## src/rtl/fbde_pkg.sv

```systemverilog
// ----------------------------------------------------------------------------
// fbde_pkg: shared types and codes of the frame buffer draw engine
// Holds the command codes, register indexes, item and result structs and the
// control and status groups that pass between the controller and datapath.
// ----------------------------------------------------------------------------
package fbde_pkg;

  // Field widths fixed by the command format.
  localparam int ACTION_W = 2;
  localparam int COORD_W  = 9;
  localparam int CHAN_W   = 8;
  localparam int COLOR_W  = 3 * CHAN_W;
  localparam int CFG_IDX_W = 2;
  localparam int CFG_DATA_W = COLOR_W;

  // Command codes.
  localparam logic [ACTION_W-1:0] ACT_RECT    = 2'd0;
  localparam logic [ACTION_W-1:0] ACT_PATTERN = 2'd1;
  localparam logic [ACTION_W-1:0] ACT_IMAGE   = 2'd2;
  localparam logic [ACTION_W-1:0] ACT_READ    = 2'd3;

  // Configuration register indexes.
  localparam logic [CFG_IDX_W-1:0] REG_IMAGE_WIDTH  = 2'd0;
  localparam logic [CFG_IDX_W-1:0] REG_IMAGE_HEIGHT = 2'd1;
  localparam logic [CFG_IDX_W-1:0] REG_KEY_COLOR    = 2'd2;

  // One accepted command.
  typedef struct packed {
    logic [ACTION_W-1:0] action;
    logic [COORD_W-1:0]  start_row;
    logic [COORD_W-1:0]  start_col;
    logic [COORD_W-1:0]  end_row;
    logic [COORD_W-1:0]  end_col;
    logic [CHAN_W-1:0]   red;
    logic [CHAN_W-1:0]   green;
    logic [CHAN_W-1:0]   blue;
    logic                filled;
    logic                mask;
  } fbde_item_t;

  // One result.
  typedef struct packed {
    logic [CHAN_W-1:0] read_red;
    logic [CHAN_W-1:0] read_green;
    logic [CHAN_W-1:0] read_blue;
    logic              status;
  } fbde_result_t;

  // Controller to datapath commands.
  typedef struct packed {
    logic clear;   // write zero at the sweep address and advance it
    logic load;    // an input transfer takes place this cycle
    logic issue;   // send the current pixel operation down the pipe
  } fbde_cmd_t;

  // Datapath to controller status.
  typedef struct packed {
    logic clear_last;   // the sweep is at the last frame store entry
    logic op_last;      // the current pixel operation ends the command
    logic result_push;  // a result enters the output queue this cycle
    logic queue_full;   // the output queue has no room for another result
  } fbde_stat_t;

endpackage

```

## src/rtl/fbde_ctrl.sv

```systemverilog
// ----------------------------------------------------------------------------
// fbde_ctrl: controller of the frame buffer draw engine
// Sequences the clearing sweep after reset, the acceptance of a command, the
// issue of its pixel operations and the wait for its result.
// ----------------------------------------------------------------------------
module fbde_ctrl (
  input  logic                   clk,
  input  logic                   rst_n,
  input  logic                   in_valid,
  output logic                   in_ready,
  input  fbde_pkg::fbde_stat_t   stat,
  output fbde_pkg::fbde_cmd_t    cmd
);
  import fbde_pkg::*;

  localparam logic [1:0] ST_CLEAR = 2'd0;
  localparam logic [1:0] ST_IDLE  = 2'd1;
  localparam logic [1:0] ST_ISSUE = 2'd2;
  localparam logic [1:0] ST_DRAIN = 2'd3;

  logic [1:0] state_r;
  logic [1:0] state_nxt;

  // Next state and command decode.
  always_comb begin
    state_nxt = state_r;
    in_ready  = 1'b0;
    cmd       = '0;
    unique case (state_r)
      ST_CLEAR: begin
        cmd.clear = 1'b1;
        if (stat.clear_last) begin
          state_nxt = ST_IDLE;
        end
      end
      ST_IDLE: begin
        in_ready = !stat.queue_full;
        if (in_valid && !stat.queue_full) begin
          cmd.load  = 1'b1;
          state_nxt = ST_ISSUE;
        end
      end
      ST_ISSUE: begin
        cmd.issue = 1'b1;
        if (stat.op_last) begin
          state_nxt = ST_DRAIN;
        end
      end
      ST_DRAIN: begin
        if (stat.result_push) begin
          state_nxt = ST_IDLE;
        end
      end
      default: begin
        state_nxt = ST_CLEAR;
      end
    endcase
  end

  // State register; reset starts the clearing sweep.
  always_ff @(posedge clk) begin
    if (!rst_n) begin
      state_r <= ST_CLEAR;
    end else begin
      state_r <= state_nxt;
    end
  end

endmodule

```

## config.mk

```make
export PLATFORM = sky130hd
export DESIGN_NAME = fbde_ctrl
export DESIGN_NICKNAME = d
export VERILOG_FILES = /design/src/rtl/fbde_pkg.sv /design/src/rtl/fbde_ctrl.sv
export SDC_FILE = /design/constraint.sdc
export NUM_CORES = 1
export LEC_CHECK = 0
export BUFFER_PORTS_ARGS = -buffer_cell sky130_fd_sc_hd__buf_2
export CAP_MARGIN = 10
export CORE_AREA = 2 2 39 41
export DETAILED_ROUTE_END_ITERATION = 8
export DIE_AREA = 0 0 41 43
export PLACE_DENSITY = 0.44
export SLEW_MARGIN = 20
export SYNTH_ARGS = -nofsm -noshare
export SYNTH_HDL_FRONTEND = slang
export SYNTH_SLANG_ARGS = --single-unit
```

## constraint.sdc

```tcl
create_clock -name clk -period 3.9 [get_ports clk]
set_input_delay 0.195 -clock clk [delete_from_list [all_inputs] [get_ports clk]]
set_output_delay 0.195 -clock clk [all_outputs]
set_load 0.05 [all_outputs]
```

==> impl_results.md <==
- Power Total: about 0.00025 W
- Largest net degree at the start of global routing: 6
- Slew Limit Headroom: 0.7813
- Via/cell ratio: 3.549
- Clock transition at path regs: 0.03 ns
- Largest register FFs: 2
- Clk sinks: 2
- Hold Path Origin: rst_n
- Grt ovf: 0
- Die area: 0.001763 sq mm
- Share of the synthesized area in the top cell type: 0.2717
- Count of final hold-check violations: 0
- CTS buffer count: 3
- Worst hold endpoint: state_r[1]$_SDFFE_PN0P_
- RSZ-0062 raised after global routing: false
- Mux share of post-synthesis cell area: 0.08696
- Antenna violations before repair: 0
- Global-route wire length before repair: 683 um
- CTS H-tree lvls: 1
- Largest area contributor in the netlist: ha_1
- Simple-gate share of the synthesized area: 0.3152
- Commonest non-fill, non-tap cell in the layout: buf_2
- Post-synthesis adder-cell area fraction: 0.2717
- Post-synthesis cell count: 22
- DIE HEIGHT: 43 um
- Setup TNS: 0 ns
- Via count of the first global-routing pass: 193
- Most frequent cells in the layout: 10 x buf_2, 5 x ha_1, 3 x nand2_1, 3 x clkbuf_4
- Setup bufs post-CTS: 0
- Post-DP Area: 300.3 sq um
- DR iter-0 viols: 0
- Area contributors post-synth: ha_1 27%, dfxtp_1 17%, a2111oi_4 12%
- Status: completed
- Core box area: 0.001384 sq mm
- Antenna fix cells: 0
- Worst Hold Class: primary input to register
- Final nets: 49
- Arrival time worst endpoint: 1.45 ns
- MaxCap Viol Count: 0
- Internal power: 0.0001268 W
- Core Util, Final: 0.2333
- GR Layer Usage met2: 0.08750
- Post-CTS Hold Buffers: 0
- Compound-gate portion of the synthesized area: 0.1196
- Filler Cells Inserted: 151
- Logic pwr share: 0.660
- Crit. End Element: primary output
- Period utilisation layout: 0.4214
- Internal reg-to-reg setup slack: 2.40 ns
- Top Usage Layer GRT: met2
- Routed wire length per instance: between 8 and 9 um
- Ys Warns: 0
- Initial Util: 0.1664
- Register bit total from synthesis: 2
- Bufs on Longest Clock Path: 2
- Yosys cell types: 12
- Post-Synthesis Cell Area: roughly 230 sq um
- Met3 GRT Util: 0.01571
- Largest family of logic cells by synthesized area: simple AND/OR/NAND/NOR gates
- Design area: 322.8 sq um
- R2r startpoint: state_r[0]$_SDFFE_PN0P_
- Sequential fraction of the synthesis area: 0.1739
- IO Pins: 11
- Reg power frac: 0.164
- Total number of vias: 181
- Area growth from synthesis to layout: 40.22%
- Switching Fraction: 0.4995
- Post-route ant nets: 0
- Worst-path fanout max: 4
- Root Buffer: clkbuf_4
- Placer Congestion: 0.6493
- Worst-skew pair later-pin latency: about 0.22 ns
- Worst flop-to-flop path endpoint: state_r[0]$_SDFFE_PN0P_
- Clock share of power: 0.177
- Number of port buffers: 10
- Hold Path Depth: 3
- Critical path class: register to primary output
- Post-Synth XOR/XNOR Area: 0
- Reg2reg path depth: 5
- Die width: 41 um
- Peak supply drop: about 0.26 mV
- Mean Syn Cell Area: 10.46 sq um
- DRC: 0
- CP startpoint kind: register
- Met1 Resource Use GR: 0.06090
- Biggest regs: state_r: 2 flops
- Wirelength, routed: around 410 um
- P_leak: approximately 0.16 nW
- Drt pass-1 iters: 1
- Top reg by flops: state_r
- Critical Path RT: between 3 and 4 ns
- Post-Syn Nets: 34
- Ratio of cells with drive above 1 in the final layout: 0.4857
- Crit path time final: 1.644 ns
- Final Setup Violations: 0
- Pwr dens: between 700 and 800 mW/mm^2
- Clk_skew: 0.0001533 ns
- Fin. max-slew vios: 0
- Worst-margin pin slew: around 0.33 ns
- Overall routing resource usage: 0.05617
- Fmax achieved: around 610 MHz
- Sw Pwr: 0.0001266 W
- TritonCTS clock tree: built
- CTS resizes: 0
- Std cell rows: 14
power groups by stage:
| stage | clock [W] | sequential [W] | combinational, W |
|---|---|---|---|
| 2_1_floorplan | 0 | 0.0000397 | 0.000144 |
| 3_3_place_gp | 0 | 0.0000421 | 0.000171 |
| 3_5_place_dp | 0 | 0.0000420 | 0.000170 |
| 4_1_cts | 0.0000480 | 0.0000418 | 0.000172 |
| 5_1_grt | 0.0000496 | 0.0000432 | 0.000186 |
| 6_report | 0.0000447 | 0.0000414 | 0.000167 |
layout make-up:
| class | instances | area, sq um | area share |
|---|---|---|---|
| well taps | 16 | 20.02 | 0.06202 |
| inverters | 2 | 7.507 | 0.02326 |
| clock buffers | 3 | 22.52 | 0.06977 |
| repair buffers | 10 | 50.05 | 0.1550 |
| multi-input cells | 18 | 182.7 | 0.5659 |
| flip-flops and latches | 2 | 40.04 | 0.1240 |
kinds of logic after synthesis:
kind of cell / count (synthesis)
AO/OA/AOI/OAI: 1
adder cells (fa/ha/maj): 5
buffers and inverters: 2
flip-flops: 2
multiplexers: 2
AND/OR/NAND/NOR: 10
cells in the mapped netlist:
cell	number
nor2b_4	1
and2b_2	1
a2111oi_4	1
ha_1	5
inv_1	2
and2_1	1
nand2_1	3
mux2i_1	2
nand2b_1	1
dfxtp_1	2
nand2b_4	1
nor2b_1	2
layer usage:
| layer | wire [um] | vias to the layer above |
|---|---|---|
| li1 | - | 97 |
| met1 | 210 | 73 |
| met2 | 161 | 11 |
| met3 | 42 | 0 |
| met4 | 0 | 0 |
| met5 | 0 | - |
worst max-delay path: stages, from the launching register on:
cell	delay, ns
dfxtp_1	0.36
inv_1	0.09
ha_1	0.23
and2b_2	0.21
and2_1	0.14
buf_2	0.20
how the worst max path moves through the flow:
stage | from | to | cells after the start
final | state_r[1]$_SDFFE_PN0P_ | cmd[1] | 5
after global routing | state_r[1]$_SDFFE_PN0P_ | cmd[1] | 5
after CTS | state_r[1]$_SDFFE_PN0P_ | cmd[1] | 5
after detailed placement | state_r[0]$_SDFFE_PN0P_ | state_r[1]$_SDFFE_PN0P_ | 5
after global placement | state_r[0]$_SDFFE_PN0P_ | state_r[1]$_SDFFE_PN0P_ | 5
after floorplan | state_r[0]$_SDFFE_PN0P_ | state_r[0]$_SDFFE_PN0P_ | 5
per-stage QoR:
step | hold WS, ns | setup WS, ns | cells
final | 0.2682 | 2.256 | 51
after global routing | 0.2696 | 2.157 | 51
after CTS | 0.2609 | 2.226 | 51
after detailed placement | 0.4974 | 2.379 | 48
after global placement | 0.4947 | 2.391 | 48
after floorplan | 0.3413 | 2.235 | 22
No activity file was read; power rests on OpenSTA's default activity.
